$ cat config.mk
export PLATFORM = sky130hd
export DESIGN_NAME = sysex_frame_parser
export DESIGN_NICKNAME = d
export VERILOG_FILES = /design/src/rtl/sfp_pkg.sv /design/src/rtl/sysex_frame_parser.sv /design/src/rtl/sfp_out_buf.sv
export SDC_FILE = /design/constraint.sdc
export NUM_CORES = 1
export LEC_CHECK = 0
export BUFFER_PORTS_ARGS = -buffer_cell sky130_fd_sc_hd__buf_2
export CORE_UTILIZATION = 60
export CTS_BUF_LIST = sky130_fd_sc_hd__clkbuf_4 sky130_fd_sc_hd__clkbuf_8
export CTS_CLUSTER_SIZE = 25
export DETAILED_ROUTE_END_ITERATION = 10
export GPL_ROUTABILITY_DRIVEN = 0
export GPL_TIMING_DRIVEN = 0
export HOLD_SLACK_MARGIN = 0.15
export PLACE_DENSITY = 0.87
export SLEW_MARGIN = 20
export SYNTH_ARGS = -nofsm -noshare
export SYNTH_HDL_FRONTEND = slang
export SYNTH_SLANG_ARGS = --single-unit
$ cat constraint.sdc
create_clock -name i_clk -period 19.4 [get_ports i_clk]
set_input_delay 0.97 -clock i_clk [delete_from_list [all_inputs] [get_ports i_clk]]
set_output_delay 0.97 -clock i_clk [all_outputs]
set_load 0.02 [all_outputs]
$ cat src/rtl/sfp_pkg.sv
// Shared types and constants for the SysEx frame parser.
package sfp_pkg;

    // Framing bytes
    localparam logic [7:0] SOF_BYTE = 8'hF0;
    localparam logic [7:0] EOF_BYTE = 8'hF7;

    // Result kinds
    localparam logic [1:0] KIND_DATA = 2'd0;
    localparam logic [1:0] KIND_OK   = 2'd1;
    localparam logic [1:0] KIND_BAD  = 2'd2;

    // Error causes
    localparam logic [1:0] CAUSE_NONE  = 2'd0;
    localparam logic [1:0] CAUSE_START = 2'd1;
    localparam logic [1:0] CAUSE_END   = 2'd2;
    localparam logic [1:0] CAUSE_HDR   = 2'd3;

    // Configuration register indexes
    localparam int         CFG_IDX_BITS = 2;
    localparam logic [1:0] CFG_USE_MFR  = 2'd0;
    localparam logic [1:0] CFG_USE_DEV  = 2'd1;
    localparam logic [1:0] CFG_USE_SUB  = 2'd2;

    // One result item
    typedef struct packed {
        logic [1:0]  kind;
        logic [7:0]  payload;
        logic [1:0]  cause;
        logic [15:0] mfr;
        logic [7:0]  dev;
        logic [7:0]  sub;
        logic [15:0] count;
    } t_result;

endpackage

$ cat src/rtl/sysex_frame_parser.sv
// Top level of the streaming MIDI system-exclusive frame parser.
//
//  channel | direction | handshake                | payload
//  --------+-----------+--------------------------+------------------------------------------
//  in      | input     | i_in_valid / o_in_stall   | i_in_byte, i_last_byte
//  out     | output    | o_out_valid / i_out_stall | o_out_kind .. o_payload_count
//  cfg     | input     | i_cfg_valid / o_cfg_ready | i_cfg_index, i_cfg_data
//
// One byte is taken per cycle while o_in_stall is low; its result (if any) is registered
// and shows on the out channel in the next cycle unless a result is still held there. A
// two-entry output buffer lets input continue while one result waits; o_in_stall rises
// only when both entries are held. Reset is synchronous; no clearing pass.
// Configuration writes are always accepted (o_cfg_ready is tied high).
module sysex_frame_parser #(
    parameter int COUNT_BITS = 16
) (
    input  logic                             i_clk,
    input  logic                             i_rst_n,
    // byte input
    input  logic                             i_in_valid,
    output logic                             o_in_stall,
    input  logic [7:0]                       i_in_byte,
    input  logic                             i_last_byte,
    // result output
    output logic                             o_out_valid,
    input  logic                             i_out_stall,
    output logic [1:0]                       o_out_kind,
    output logic [7:0]                       o_payload_byte,
    output logic [1:0]                       o_error_cause,
    output logic [15:0]                      o_mfr_id,
    output logic [7:0]                       o_dev_id,
    output logic [7:0]                       o_sub_id,
    output logic [15:0]                      o_payload_count,
    // configuration writes
    input  logic                             i_cfg_valid,
    output logic                             o_cfg_ready,
    input  logic [sfp_pkg::CFG_IDX_BITS-1:0] i_cfg_index,
    input  logic                             i_cfg_data
);

    // Parse phases
    localparam logic [2:0] PH_START   = 3'd0;
    localparam logic [2:0] PH_MFR     = 3'd1;
    localparam logic [2:0] PH_MFR_HI  = 3'd2;
    localparam logic [2:0] PH_MFR_LO  = 3'd3;
    localparam logic [2:0] PH_DEV     = 3'd4;
    localparam logic [2:0] PH_SUB     = 3'd5;
    localparam logic [2:0] PH_PAYLOAD = 3'd6;
    localparam logic [2:0] PH_DRAIN   = 3'd7;

    logic                  r_use_mfr;
    logic                  r_use_dev;
    logic                  r_use_sub;
    logic [2:0]            r_phase;
    logic [2:0]            n_phase;
    logic [15:0]           r_mfr;
    logic [15:0]           n_mfr;
    logic [7:0]            r_dev;
    logic [7:0]            n_dev;
    logic [7:0]            r_sub;
    logic [7:0]            n_sub;
    logic [COUNT_BITS-1:0] r_tally;
    logic [COUNT_BITS-1:0] n_tally;
    logic [15:0]           w_count;
    logic                  w_accept;
    logic                  w_has_res;
    logic                  w_full;
    sfp_pkg::t_result      w_res;
    sfp_pkg::t_result      w_out;

    assign w_accept    = i_in_valid && !w_full;
    assign o_in_stall  = w_full;
    assign o_cfg_ready = 1'b1;

    // Shown count saturates at 16 bits
    generate
        if (COUNT_BITS > 16) begin : g_cnt_sat
            assign w_count = (|r_tally[COUNT_BITS-1:16]) ? 16'hFFFF : r_tally[15:0];
        end else begin : g_cnt_ext
            assign w_count = 16'(r_tally);
        end
    endgenerate

    // First enabled header phase at or after the given one
    function automatic logic [2:0] phase_from(input logic [2:0] p, input logic use_mfr,
                                              input logic use_dev, input logic use_sub);
        logic [2:0] r;
        r = PH_PAYLOAD;
        if (p <= PH_SUB && use_sub) r = PH_SUB;
        if (p <= PH_DEV && use_dev) r = PH_DEV;
        if (p <= PH_MFR && use_mfr) r = PH_MFR;
        return r;
    endfunction

    // Configuration registers
    always_ff @(posedge i_clk) begin
        if (!i_rst_n) begin
            r_use_mfr <= 1'b1;
            r_use_dev <= 1'b1;
            r_use_sub <= 1'b0;
        end else if (i_cfg_valid) begin
            case (i_cfg_index)
                sfp_pkg::CFG_USE_MFR: r_use_mfr <= i_cfg_data;
                sfp_pkg::CFG_USE_DEV: r_use_dev <= i_cfg_data;
                sfp_pkg::CFG_USE_SUB: r_use_sub <= i_cfg_data;
                default: ;
            endcase
        end
    end

    // Next state and result for the byte at the input
    always_comb begin
        n_phase   = r_phase;
        n_mfr     = r_mfr;
        n_dev     = r_dev;
        n_sub     = r_sub;
        n_tally   = r_tally;
        w_has_res = 1'b0;
        w_res     = '0;
        w_res.mfr   = r_mfr;
        w_res.dev   = r_dev;
        w_res.sub   = r_sub;
        w_res.count = w_count;
        if (i_last_byte) begin
            w_has_res = 1'b1;
            if (r_phase == PH_START || r_phase == PH_DRAIN) begin
                w_res.kind  = sfp_pkg::KIND_BAD;
                w_res.cause = sfp_pkg::CAUSE_START;
            end else if (i_in_byte != sfp_pkg::EOF_BYTE) begin
                w_res.kind  = sfp_pkg::KIND_BAD;
                w_res.cause = sfp_pkg::CAUSE_END;
            end else if (r_phase != PH_PAYLOAD) begin
                w_res.kind  = sfp_pkg::KIND_BAD;
                w_res.cause = sfp_pkg::CAUSE_HDR;
            end else begin
                w_res.kind  = sfp_pkg::KIND_OK;
                w_res.cause = sfp_pkg::CAUSE_NONE;
            end
            // back to start with held values cleared
            n_phase = PH_START;
            n_mfr   = '0;
            n_dev   = '0;
            n_sub   = '0;
            n_tally = '0;
        end else begin
            case (r_phase)
                PH_START: begin
                    if (i_in_byte != sfp_pkg::SOF_BYTE) begin
                        n_phase = PH_DRAIN;
                    end else begin
                        n_phase = phase_from(PH_MFR, r_use_mfr, r_use_dev, r_use_sub);
                    end
                end
                PH_MFR: begin
                    n_mfr   = {8'h00, i_in_byte};
                    n_phase = (i_in_byte == 8'h00) ? PH_MFR_HI
                            : phase_from(PH_DEV, r_use_mfr, r_use_dev, r_use_sub);
                end
                PH_MFR_HI: begin
                    n_mfr   = {i_in_byte, 8'h00};
                    n_phase = PH_MFR_LO;
                end
                PH_MFR_LO: begin
                    n_mfr   = {r_mfr[15:8], i_in_byte};
                    n_phase = phase_from(PH_DEV, r_use_mfr, r_use_dev, r_use_sub);
                end
                PH_DEV: begin
                    n_dev   = i_in_byte;
                    n_phase = phase_from(PH_SUB, r_use_mfr, r_use_dev, r_use_sub);
                end
                PH_SUB: begin
                    n_sub   = i_in_byte;
                    n_phase = PH_PAYLOAD;
                end
                PH_PAYLOAD: begin
                    if (r_tally != '1) begin
                        n_tally = r_tally + COUNT_BITS'(1);
                    end
                    w_has_res     = 1'b1;
                    w_res         = '0;
                    w_res.kind    = sfp_pkg::KIND_DATA;
                    w_res.payload = i_in_byte;
                end
                default: ;
            endcase
        end
    end

    // Parse state
    always_ff @(posedge i_clk) begin
        if (!i_rst_n) begin
            r_phase <= PH_START;
            r_mfr   <= '0;
            r_dev   <= '0;
            r_sub   <= '0;
            r_tally <= '0;
        end else if (w_accept) begin
            r_phase <= n_phase;
            r_mfr   <= n_mfr;
            r_dev   <= n_dev;
            r_sub   <= n_sub;
            r_tally <= n_tally;
        end
    end

    // Result buffer
    sfp_out_buf u_out_buf (
        .i_clk   (i_clk),
        .i_rst_n (i_rst_n),
        .i_push  (w_accept && w_has_res),
        .i_data  (w_res),
        .o_full  (w_full),
        .o_valid (o_out_valid),
        .i_stall (i_out_stall),
        .o_data  (w_out)
    );

    assign o_out_kind      = w_out.kind;
    assign o_payload_byte  = w_out.payload;
    assign o_error_cause   = w_out.cause;
    assign o_mfr_id        = w_out.mfr;
    assign o_dev_id        = w_out.dev;
    assign o_sub_id        = w_out.sub;
    assign o_payload_count = w_out.count;

    // Every final byte returns the parser to the start phase with a clean tally
    a_last_clears: assert property (@(posedge i_clk) disable iff (!i_rst_n)
        (w_accept && i_last_byte) |=> (r_phase == PH_START && r_tally == '0))
        else $error("final byte did not clear parser state");

endmodule

$ cat src/rtl/sfp_out_buf.sv
// Two-entry output buffer (output register plus skid register) for parser results.
module sfp_out_buf (
    input  logic             i_clk,
    input  logic             i_rst_n,
    input  logic             i_push,
    input  sfp_pkg::t_result i_data,
    output logic             o_full,
    output logic             o_valid,
    input  logic             i_stall,
    output sfp_pkg::t_result o_data
);

    logic             r_out_valid;
    logic             r_skid_valid;
    sfp_pkg::t_result r_out;
    sfp_pkg::t_result r_skid;
    logic             w_pop;

    assign w_pop   = r_out_valid && !i_stall;
    assign o_valid = r_out_valid;
    assign o_data  = r_out;
    assign o_full  = r_skid_valid;

    // Control: skid only fills when the output register is held
    always_ff @(posedge i_clk) begin
        if (!i_rst_n) begin
            r_out_valid  <= 1'b0;
            r_skid_valid <= 1'b0;
        end else if (r_skid_valid) begin
            if (w_pop) begin
                r_skid_valid <= 1'b0;
            end
        end else if (i_push) begin
            if (!r_out_valid || w_pop) begin
                r_out_valid <= 1'b1;
            end else begin
                r_skid_valid <= 1'b1;
            end
        end else if (w_pop) begin
            r_out_valid <= 1'b0;
        end
    end

    // Data path
    always_ff @(posedge i_clk) begin
        if (r_skid_valid) begin
            if (w_pop) begin
                r_out <= r_skid;
            end
        end else if (i_push) begin
            if (!r_out_valid || w_pop) begin
                r_out <= i_data;
            end else begin
                r_skid <= i_data;
            end
        end
    end

    // Skid entry never exists without a held output entry
    a_skid_implies_out: assert property (@(posedge i_clk) disable iff (!i_rst_n)
        r_skid_valid |-> r_out_valid)
        else $error("skid entry without output entry");

    // Upstream never pushes into a full buffer
    a_no_push_full: assert property (@(posedge i_clk) disable iff (!i_rst_n)
        !(i_push && r_skid_valid))
        else $error("push while buffer full");

    // A stalled full buffer keeps its skid entry
    a_skid_holds: assert property (@(posedge i_clk) disable iff (!i_rst_n)
        (r_skid_valid && i_stall) |=> r_skid_valid)
        else $error("skid entry lost under stall");

endmodule
Word-level counts from Yosys, hierarchy flattened --
Index checks and enable logic that the tools add are counted.
Storage, ports and cells: bits in registers 176, input port bits 17, output and inout bits 63, word-level logic and storage cells 117
Operators by class: add/subtract/negate cells 1, equal/unequal tests 16, muxes and demuxes 40, bitwise operators 2, reduce and logical (&&, ||, !) cells 33
Operator list (number):
- 60-bit two-way mux | 4
- 16-bit two-way mux | 4
- 58-bit two-way mux | 1
- 48-bit two-way mux | 1
- 16-bit case mux with 3 select lines | 1
- 8-bit two-way mux | 5
- 2-bit two-way mux | 9
- 3-bit case mux with 6 select lines | 1
- 16-bit by 1-bit adder with 16-bit output, second input constant | 1
- 16-bit inequality test, second input constant | 1
- 8-bit inequality test, second input constant | 2
- 3-bit two-way mux | 5
- 3-bit AND reduction | 5
- 2-bit AND reduction | 7
- 2-bit nonzero test | 7
- 3-bit equality test, second input constant | 4
- 1-bit two-way mux | 9
- 8-bit logical NOT | 1
- 7-bit nonzero test | 1
- 3-bit by 2-bit equality test with 1-bit output, second input constant | 2
- 2-bit inequality test, second input constant | 3
- 4-bit nonzero test | 1
- 3-bit by 1-bit equality test with 1-bit output, second input constant | 1
- 1-bit logical AND | 3
- 9 further kinds | 13

Longest topological paths before layout --
Gate-level depths: netlist (run 1).
depth after elaboration 8, gate-level depth with buffers 8, gate-level depth less buffers 6

Hierarchy --
Synthesis (run 1) repeated with hierarchy kept, for this count alone.
Second synthesis, totals: cell total of the unflattened synthesis 578, area total of the unflattened synthesis 7678.6 µm²
By module, submodules not included:
- sfp_out_buf | times used 1, cells each 200, area each 4719.5 µm², sequential area each 3643.5 µm²
- sysex_frame_parser | times used 1, cells each 378, area each 2959.1 µm², sequential area each 1081.0 µm²

Worst setup path before layout (run 1) --
No wires, ideal clock.
kind in2reg, start in i_in_valid, end reg u_out_buf.r_out (netlist bit u_out_buf.o_data[0]) (enable), setup time 0.570 ns, arrival 5.846 ns, required time 18.830 ns, setup slack 12.984 ns, cell stages on the path 5, path buffers 2, path through nor2b_4 buf_6 o21ai_4 clkbuf_1 a21boi_0
On the way: longest elaborated chain between the ends 4
RTL lines:
- start: declaration | RTL line sysex_frame_parser.sv:20 | input logic i_in_valid,
- 1-bit logical AND | RTL line sysex_frame_parser.sv:71 | assign w_accept = i_in_valid && !w_full;
- 1-bit logical AND | RTL line sysex_frame_parser.sv:210 | .i_push (w_accept && w_has_res),
- 2-bit nonzero test (no source line)
- 3-bit AND reduction (no source line)
- end signal: assignment | RTL line sfp_out_buf.sv:48 | r_out <= r_skid;
- end signal: assignment | RTL line sfp_out_buf.sv:52 | r_out <= i_data;
- end: declaration | RTL line sfp_out_buf.sv:15 | sfp_pkg::t_result r_out;
No other way between the ends. A chain may end at the register's enable or synchronous reset.

Worst setup path in the final report (run 1) --
start reg u_out_buf.r_skid_valid, in the netlist u_out_buf.o_full, end reg u_out_buf.r_out (netlist bit u_out_buf.o_data[28]) (enable)
On the way: longest elaborated chain between the ends 5, elaborated cells on any way between the ends 7, classes of those cells 1 x eq/ne; 6 x reduce/logical
RTL lines:
- start: declaration | RTL line sfp_out_buf.sv:14 | logic r_skid_valid;
- start signal: assignment | RTL line sfp_out_buf.sv:28 | r_skid_valid <= 1'b0;
- start signal: assignment | RTL line sfp_out_buf.sv:31 | r_skid_valid <= 1'b0;
- start signal: assignment | RTL line sfp_out_buf.sv:37 | r_skid_valid <= 1'b1;
- 1-bit logical NOT | RTL line sysex_frame_parser.sv:71
- 1-bit logical AND | RTL line sysex_frame_parser.sv:71
- 1-bit logical AND | RTL line sysex_frame_parser.sv:210
- 2-bit nonzero test (no source line)
- 3-bit AND reduction (no source line) (*)
Mark *: on every way between the ends. The rest lies on a longest branch, timed or not.

==> flow_metrics.tcl, run 1 <==
set metrics [dict create \
    status "complete, no violations" \
    critPathArrivalTime_ps 3180 \
    portBuffers 78 \
    drive_gt1_share_pct 27.0 \
    die_area_um2 12900 \
    postCtsSetupBuffers 0 \
    slowest_stage "a21boi_4" \
    vias 5047 \
    irDropWorstVdd_mv 0.0398 \
    insertion_delay_ps 460 \
    cts_buffers 17 \
    drc 0 \
    reg2reg_setup_slack_ps 16380 \
    cp_cell_sequence "buf_6, clkbuf_1, buf_1, nand2_1, a21boi_4, buf_16" \
    grt-ovfl-total 0 \
    synth.distinct_cells 58 \
    pin_count 80 \
    cts_root_buffer "clkbuf_8" \
    async_flop_share_pct 0 \
    syn_nets 614 \
    synthCells 596 \
    cts_num_sinks 176 \
    start_util_pct 61.9 \
    switchingPower_mw 0.163 \
    post-route-util_pct 70.6 \
    synth_area_per_cell_um2 12.5 \
    relSlewSlack_pct 42.1 \
    fin_crit_sh_pct 15.6 \
    finalSetupTns_ps 0 \
    max_freq_mhz 331 \
    vias_per_cell 5.75 \
    crit_path_start_kind "register" \
    setup_ws_ps 16380 \
    grt_pass1_wl_um 24200 \
    hold_viol 0 \
    hold_class "reg2reg" \
    hold_buffers 0 \
    cts_resized 0 \
    switching_share_pct 23.5 \
    grt_pass1_vias 4791 \
    clkPwrFrac_pct 31.4 \
    final_antenna_net_count 0 \
    synth_edf_count 120 \
    rsz0062_at_grt "no" \
    power.total_mw 0.691 \
    slew_violations 0 \
    first_pass_iters 5 \
    drtIter0Drc 450 \
    yosys_warnings 0 \
    clk_path_buf_depth 2 \
    placementRows 40 \
    dieWidth_um 114 \
    combinationalPowerShare_pct 8.6 \
    drv_cap 0 \
    grt_max_degree 31 \
    ys_ff_latch 176 \
    post-place-ws_ps 16370 \
    end_kind "register" \
    cts.reportedPaths.clkPinSlew_ps 80 \
    setup_viol 0 \
    drt_wl_total_um 15100 \
    powerDensity_nw_per_um2 81.1 \
    routedWlPerCell_um 17.2 \
    antenna_found_initial 0 \
    grt_usage_pct 24.8 \
    nNetsFinal 715 \
    skew_ps 7.98 \
    p_seq_share_pct 60.0 \
    p_int_mw 0.529 \
    tightest_slew_ps 862 \
    dpl.hpwl_um 10600 \
    cts_tree "done" \
    antennaDiodeCount 0 \
    cellLeakagePower_nw 3.13 \
    cp.required_ps 19560 \
    cts_max_level 4 \
    period_minus_slack_ps 3020 \
    syn_to_final_growth_pct 14.1 \
    yosysSeqAreaShare_pct 63.2 \
    path_class "reg2reg" \
    cpPeakStageDelay_ps 640 \
    core_region_area_um2 12100 \
    die_h_um 114 \
    syn_area_um2 7470 \
    ys.flop_type "edfxtp_1" \
    path_max_fanout 27 \
]
-- cells in the mapped netlist (2+ instances only) --
library cell    n  area, um^2
a2111oi_2       2        30.0
a211oi_1        2        15.0
a21boi_0       10        75.1
a21oi_1        38         190
a31oi_1         3        18.8
a32o_1          2        20.0
and2_1         46         288
and3_1         10        62.6
and3b_1         2        17.5
and4_1          2        17.5
buf_2           4        20.0
buf_6           4        45.0
clkbuf_1       22        82.6
dfxtp_1        56        1120
edfxtp_1      120        3600
inv_1           8        30.0
mux2_2         55         619
mux2i_1         4        40.0
nand2_1        43         161
nand3_1         8        40.0
nand3b_1        2        15.0
nand4_1         4        25.0
nor2_1         36         135
nor2b_1        29         181
nor3_1         11        55.1
nor3b_1         4        30.0
nor4_1          2        12.5
o21a_1          3        22.5
o21ai_0        11        55.1
o21ai_1         2        10.0
o31ai_1         7        52.6
or3_1           9        56.3
or4_1           4        30.0
xnor2_1         7        61.3
-- logic make-up (layout without fill, tap and decap cells) --
| kind of cell | Yosys count | count (layout) | share of synthesized area, % |
|---|---|---|---|
| AOI/OAI and AO/OA | 91 | 91 | 8.21 |
| buffers and inverters | 41 | 155 | 2.58 |
| DFF | 176 | 176 | 63.2 |
| other | 1 | 1 | 0.0502 |
| adders and majority gates | 1 | 1 | 0.167 |
| muxes | 59 | 59 | 8.83 |
| and+or+nand+nor | 220 | 220 | 16.1 |
| xor gates and xnor gates | 7 | 7 | 0.821 |
-- area by class of cell --
class                   instances  area (um^2)
well taps                     168          210
fillers                       817         3540
plain buffers                  32          159
inverters                       9         33.8
flip-flops and latches        176         4720
repair buffers                 82          493
multi-input cells             379         2570
clock inverters                 8         42.5
clock buffers                  24          287
-- path summary, 6_finish.rpt --
path / from / end / cells after the start
worst max-delay path: u_out_buf.o_full / u_out_buf.o_data[28] / 6
worst min-delay path: r_mfr[11] / r_mfr[11] / 2
worst max register to register: u_out_buf.o_full / u_out_buf.o_data[28] / 6
worst min register to register: r_mfr[11] / r_mfr[11] / 2
-- routing by layer --
layer  track usage, %  vias to the layer above  wire length (um)
met5                0                        -                 0
met4             11.1                        0               394
met3             6.00                       35              1020
met2             39.8                      216              7210
met1             32.3                     2437              6500
li1                 -                     2359                 -
-- flip-flops by register name (all words and copies together) (netlist names) --
name and cells:
u_out_buf.o_full 1, r_use_mfr 1, u_out_buf.o_valid 1, r_mfr 16, r_use_sub 1, r_dev 8, r_phase 3, r_sub 8
r_tally 16, r_use_dev 1, u_out_buf.r_skid 60, u_out_buf.o_data 60
-- worst max-delay path: cells and delay by family, from the launching register on --
kind | cells | cell delay, ps
flip-flops | 1 | 350
AND/OR/NAND/NOR | 1 | 210
buffers and inverters | 4 | 1510
AO/OA/AOI/OAI | 1 | 640
-- cells in the final DEF, fill, tap and decap left out, types with 3 or more instances in the layout --
master and instances:
nor2b_1 29, and3_1 10, xnor2_1 7, buf_6 4, clkbuf_8 17, clkbuf_1 22, nand4_1 4, buf_2 82
or4_1 4, edfxtp_1 120, nand2_1 43, o31ai_1 7, o21ai_0 11, o21a_1 3, buf_16 3, clkinv_2 3
mux2_2 55, nor3b_1 4, a31oi_1 3, a21boi_0 9, nor2_1 35, inv_1 8, nand3_1 8, or3_1 9
nor3_1 11, mux2i_1 4, and2_1 46, a21oi_1 38, clkinv_1 3, clkbuf_4 7, dfxtp_1 56
-- stage by stage --
| stage | std cells | cell area, um^2 | hold WS [ps] |
|---|---|---|---|
| floorplan | 596 | 7470 | 435 |
| global placement | 842 | 8070 | 444 |
| detailed placement | 846 | 8190 | 455 |
| CTS | 878 | 8520 | 464 |
| global route | 878 | 8520 | 487 |
| finish | 878 | 8520 | 467 |
-- power groups by stage --
| stage | combinational, mW | sequential [mW] | clock [mW] |
|---|---|---|---|
| 6_report | 0.0596 | 0.415 | 0.217 |
| 5_1_grt | 0.0645 | 0.416 | 0.235 |
| 4_1_cts | 0.0594 | 0.415 | 0.219 |
| 3_5_place_dp | 0.0589 | 0.423 | 0 |
| 3_3_place_gp | 0.0543 | 0.425 | 0 |
| 2_1_floorplan | 0.0297 | 0.433 | 0 |
Power figures use the tool's default switching activity.
==> run 2: changes to the inputs <==
- ABC_AREA: default -> 1
- clock period: 19.4 -> 3 ns (I/O delays scaled with it)
==> run 2 against run 1 <==
Net effect: first-iteration DRC count increased by 31%; routed wire length increased by 6.9%; hold slack got worse by 250 ps; sequential power increased to 6.5 times the previous value.
==> flow_metrics.tcl, run 2 <==
set metrics [dict create \
    cts_root_buffer "clkbuf_8" \
    dieWidth_um 115 \
    synth_common_cells "nand2_1, edfxtp_1, nor2_1, inv_1, dfxtp_1" \
    synth_xor_xnor_area_share_pct 0.227 \
    grt_pass1_vias 5479 \
    muxShareOfSynthArea_pct 0 \
    synth_top_cell_area_share_pct 46.7 \
    status "complete, no violations" \
    rsz0062_at_grt "no" \
    final_common_cell "nand2_1" \
    synth.distinct_cells 38 \
    syn_area_um2 7720 \
    cts_buffers 17 \
    cts.reportedPaths.clkPinSlew_ps 90 \
    die_area_um2 13300 \
    insertion_delay_ps 480 \
    syn_nets 831 \
    end_kind "register" \
    synth_area_per_cell_um2 9.49 \
    fin_crit_sh_pct 79.0 \
    final_antenna_net_count 0 \
    finalSetupTns_ps 0 \
    clk_path_buf_depth 2 \
    critPathArrivalTime_ps 2540 \
    nNetsFinal 950 \
    p_int_mw 3.62 \
    drt_wl_total_um 16200 \
    yosysSeqAreaShare_pct 61.2 \
    synthSimpleGateAreaFrac_pct 24.2 \
    antennaDiodeCount 0 \
    grt_pass1_wl_um 26100 \
    vias 5925 \
    cellLeakagePower_nw 3.68 \
    dpl.hpwl_um 11000 \
    routedWlPerCell_um 14.5 \
    antenna_found_initial 0 \
    drtIter0Drc 588 \
    hold_viol 0 \
    irDropWorstVdd_mv 0.397 \
    async_flop_share_pct 0 \
    setup_ws_ps 630 \
    design_area_um2 9050 \
    vias_per_cell 5.30 \
    cts_num_sinks 176 \
    setup_viol 0 \
    drv_cap 0 \
    tightest_slew_ps 537 \
    post-place-ws_ps 643 \
    core_region_area_um2 12600 \
    powerDensity_nw_per_um2 534 \
    cp.required_ps 3170 \
    period_minus_slack_ps 2370 \
    synth-compound-area-share_pct 7.00 \
    synthTopCellsByArea "edfxtp_1, dfxtp_1, nand2_1" \
    path_max_fanout 28 \
    grt-ovfl-total 0 \
    relSlewSlack_pct 64.2 \
    ys_ff_latch 176 \
    crit_path_start_kind "register" \
    pin_count 80 \
    placementRows 41 \
    switchingPower_mw 1.21 \
    n_fill_cell 875 \
    synth_top_family_by_area "simple AND/OR/NAND/NOR gates" \
    synth.most_common_cell "nand2_1" \
    switching_share_pct 25.0 \
    first_pass_iters 6 \
    hold_class "in2reg" \
    grt_usage_pct 26.1 \
    yosys_warnings 0 \
    drc 0 \
    yosysTopAreaCell "edfxtp_1" \
    die_h_um 115 \
    clkPwrFrac_pct 34.6 \
    path_class "reg2reg" \
    final_cell_mix "nand2_1, edfxtp_1, nor2_1, buf_2, inv_1" \
    drive_gt1_share_pct 19.3 \
    synth_edf_count 120 \
    combinationalPowerShare_pct 9.6 \
    synthCells 813 \
    cts_max_level 4 \
    skew_ps 15.0 \
    post-route-util_pct 72.0 \
    power.total_mw 4.83 \
    syn_to_final_growth_pct 17.2 \
    slew_violations 0 \
    p_seq_share_pct 55.8 \
    synth_adder_area_share_pct 0.162 \
    start_util_pct 61.4 \
    grt_max_degree 29 \
    postPlaceCellArea_um2 8470 \
    portBuffers 78 \
    ys.flop_type "edfxtp_1" \
    max_freq_mhz 422 \
    cts_tree "done" \
]
-- run 2: metrics by stage --
| stage | cells | hold slack, ps |
|---|---|---|
| after detailed placement | 1068 | 443 |
| after floorplan | 813 | 311 |
| after CTS | 1117 | 187 |
| final | 1117 | 218 |
| after global placement | 1063 | 433 |
| after global routing | 1117 | 221 |
-- run 2: power by group through the flow --
stage / clock [mW] / sequential, mW / combinational, mW
after global placement: 0 / 2.75 / 0.406
final: 1.67 / 2.69 / 0.463
after global routing: 1.78 / 2.70 / 0.505
after detailed placement: 0 / 2.75 / 0.435
after CTS: 1.68 / 2.69 / 0.456
after floorplan: 0 / 2.80 / 0.245
-- run 2: timing repair --
action                    4_1_cts  5_1_grt
setup buffers                   0        0
hold endpoints to repair       17        0
gates resized for setup         0        0
hold buffers                   17        0
-- run 2: path summary, 6_finish.rpt --
| check | endpoint | start | slack (ps) | cells after the start |
|---|---|---|---|---|
| worst max-delay path | u_out_buf.o_data[20] | u_out_buf.o_full | 630 | 10 |
| worst min register to register | r_sub[7] | r_sub[7] | 460 | 2 |
| worst max register to register | u_out_buf.o_data[20] | u_out_buf.o_full | 630 | 10 |
| worst min-delay path | r_tally[10] | i_in_valid | 220 | 6 |
-- run 2: kinds of logic (layout without fill, tap and decap cells) --
kind of cell / after synthesis / after routing
AOI/OAI and AO/OA: 96 / 96
xor gates and xnor gates: 2 / 2
adders and majority gates: 1 / 1
buffers and inverters: 122 / 254
DFF: 176 / 176
other: 1 / 1
and+or+nand+nor: 415 / 415
-- run 2: worst max-delay path: stages (launching register included) --
cell      delay [ps]
dfxtp_1          350
buf_4            190
inv_4            130
nand2_4           80
clkinv_2         100
o21ai_2          110
o21ai_0          130
inv_1            110
nor2_4           400
buf_16           230
buf_12           200
-- run 2: per-layer routing --
layer | track usage (%) | part of all wire, % | vias to the layer above
met3 | 6.80 | 6.4 | 59
met5 | 0 | 0 | -
met1 | 32.5 | 42 | 2707
li1 | - | - | 2875
met4 | 11.6 | 3.2 | 0
met2 | 43.0 | 48 | 284
-- run 2: final cells by class --
cell class | instances | area [um^2] | share of cell area, %
inverters | 90 | 347 | 3.83
repair buffers | 100 | 691 | 7.63
clock inverters | 13 | 148 | 1.63
clock buffers | 19 | 262 | 2.89
multi-input cells | 515 | 2450 | 27.1
flip-flops and latches | 176 | 4720 | 52.2
well taps | 172 | 215 | 2.38
plain buffers | 32 | 209 | 2.31
==> run 3: changes to the inputs <==
- ABC_AREA: 1 -> 0
- clock period: 3 -> 2.2 ns (I/O delays scaled with it)
==> run 3 against run 2 <==
Net effect: sequential power up 36%; non-clock buffer count unchanged; first-iteration DRC count down 23%; critical path depth down 3; worst setup slack worse by 510 ps.
==> flow_metrics.tcl, run 3 (synthesis results as in run 1) <==
set metrics [dict create \
    end_kind "register" \
    pin_count 80 \
    die_h_um 114 \
    powerDensity_nw_per_um2 729 \
    grt_max_degree 29 \
    path_class "reg2reg" \
    final_cell_mix "edfxtp_1, buf_2, mux2_2, dfxtp_1, and2_1" \
    antennaDiodeCount 0 \
    irDropWorstVdd_mv 0.412 \
    portBuffers 78 \
    critPathArrivalTime_ps 2240 \
    grt-ovfl-total 0 \
    p_int_mw 4.87 \
    drive_gt1_share_pct 27.7 \
    status "complete, no violations" \
    grt_usage_pct 25.1 \
    cp_cell_sequence "buf_6, nor2b_4, buf_6, o21ai_4, clkbuf_8, a21boi_4, buf_16" \
    grt_pass1_wl_um 24900 \
    combinationalPowerShare_pct 8.7 \
    clkPwrFrac_pct 34.3 \
    routedWlPerCell_um 17.3 \
    crit_path_start_kind "register" \
    placementRows 40 \
    switching_share_pct 24.0 \
    skew_ps 12.7 \
    cts_buffers 17 \
    syn_to_final_growth_pct 17.9 \
    cts_max_level 4 \
    start_util_pct 61.9 \
    crit_top_cell "buf_6" \
    dieWidth_um 114 \
    crit_buf_inv 4 \
    insertion_delay_ps 460 \
    drtIter0Drc 450 \
    grt_pass1_vias 5049 \
    design_area_um2 8800 \
    vias_per_cell 5.72 \
    cts_root_buffer "clkbuf_8" \
    vias 5124 \
    nNetsFinal 733 \
    post-route-util_pct 73.0 \
    slowest_stage "a21boi_4" \
    cellLeakagePower_nw 3.25 \
    p_seq_share_pct 57.0 \
    dpl.hpwl_um 10600 \
    path_max_fanout 24 \
    drv_cap 0 \
    cts.reportedPaths.clkPinSlew_ps 90 \
    setup_viol 0 \
    clk_path_buf_depth 2 \
    fin_crit_sh_pct 94.6 \
    final_antenna_net_count 0 \
    hold_viol 0 \
    relSlewSlack_pct 46.8 \
    slew_violations 0 \
    whs_ps 326 \
    cts_num_sinks 176 \
    rsz0062_at_grt "no" \
    power.total_mw 6.42 \
    drc 0 \
    drt_wl_total_um 15500 \
    period_minus_slack_ps 2080 \
    postPlaceCellArea_um2 8230 \
    final_common_cell "edfxtp_1" \
    antenna_found_initial 0 \
    tightest_slew_ps 792 \
    core_region_area_um2 12100 \
    first_pass_iters 5 \
    cpPeakStageDelay_ps 480 \
    n_fill_cell 757 \
    die_area_um2 12900 \
    switchingPower_mw 1.54 \
    cp.required_ps 2360 \
    cts_tree "done" \
    hold_class "in2reg" \
    cp_top_family "buffers and inverters" \
    max_freq_mhz 480 \
]
[run 3: cell types whose count changed in the layout (fill, tap and decap cells not counted), moves of 10 or more]
cell / delta
a21oi_1: -12
and2_1: +46
and3_1: +10
inv_1: -73
mux2_2: +55
nand2_1: -203
nand3_1: -21
nor2_1: -54
nor2_4: -23
nor2b_1: +29
o21ai_0: -15
[run 3: routing by layer]
layer | up-vias | share of wire, % | global-route usage [%]
met5 | - | 0 | 0
met4 | 0 | 2.9 | 12.2
met3 | 39 | 5.4 | 4.89
met2 | 209 | 48 | 40.7
met1 | 2471 | 43 | 32.6
li1 | 2405 | - | -
[run 3: repair_timing]
action	4_1_cts	5_1_grt
setup buffers	0	2
cloned	0	0
resized for setup	1	4
hold endpoints to repair	14	0
pin swaps	0	2
hold buffers	16	0
setup endpoints to repair	5	48
[run 3: metrics by stage]
| step | setup WS, ps | instances | TNS (ps) |
|---|---|---|---|
| floorplan | -206 | 596 | -15310 |
| global placement | -583 | 842 | -60550 |
| detailed placement | 58.2 | 846 | 0 |
| CTS | 23.0 | 894 | 0 |
| global route | 16.3 | 896 | 0 |
| finish | 118 | 896 | 0 |
[run 3: power by group through the flow]
stage	logic, mW	registers, mW	clock network [mW]
floorplan	0.270	3.81	0
global placement	0.487	3.73	0
detailed placement	0.528	3.73	0
CTS	0.553	3.66	2.21
global route	0.598	3.67	2.33
finish	0.558	3.66	2.20
[run 3: area by class of cell]
class                   count  area [um^2]  area share [%]
flip-flops and latches    176         4730            53.7
plain buffers              32          190            2.16
multi-input cells         379         2580            29.3
inverters                   9         33.8           0.384
repair buffers            100          676            7.67
well taps                 168          210            2.39
clock inverters            13          138            1.56
clock buffers              19          249            2.83
[run 3: final timing paths]
check | start | end | slack (ps) | cells past startpoint
worst max register to register | u_out_buf.o_full | u_out_buf.o_data[49] | 120 | 7
worst min-delay path | i_in_valid | r_phase[2] | 330 | 6
worst min register to register | r_mfr[8] | r_mfr[8] | 480 | 2
worst max-delay path | u_out_buf.o_full | u_out_buf.o_data[49] | 120 | 7
[run 3: worst reg2reg max path: cells and delay by family (launching register included)]
family / cells / cell delay (ps)
simple gates: 1 / 130
compound gates: 2 / 580
flops: 1 / 330
buf+inv: 4 / 730
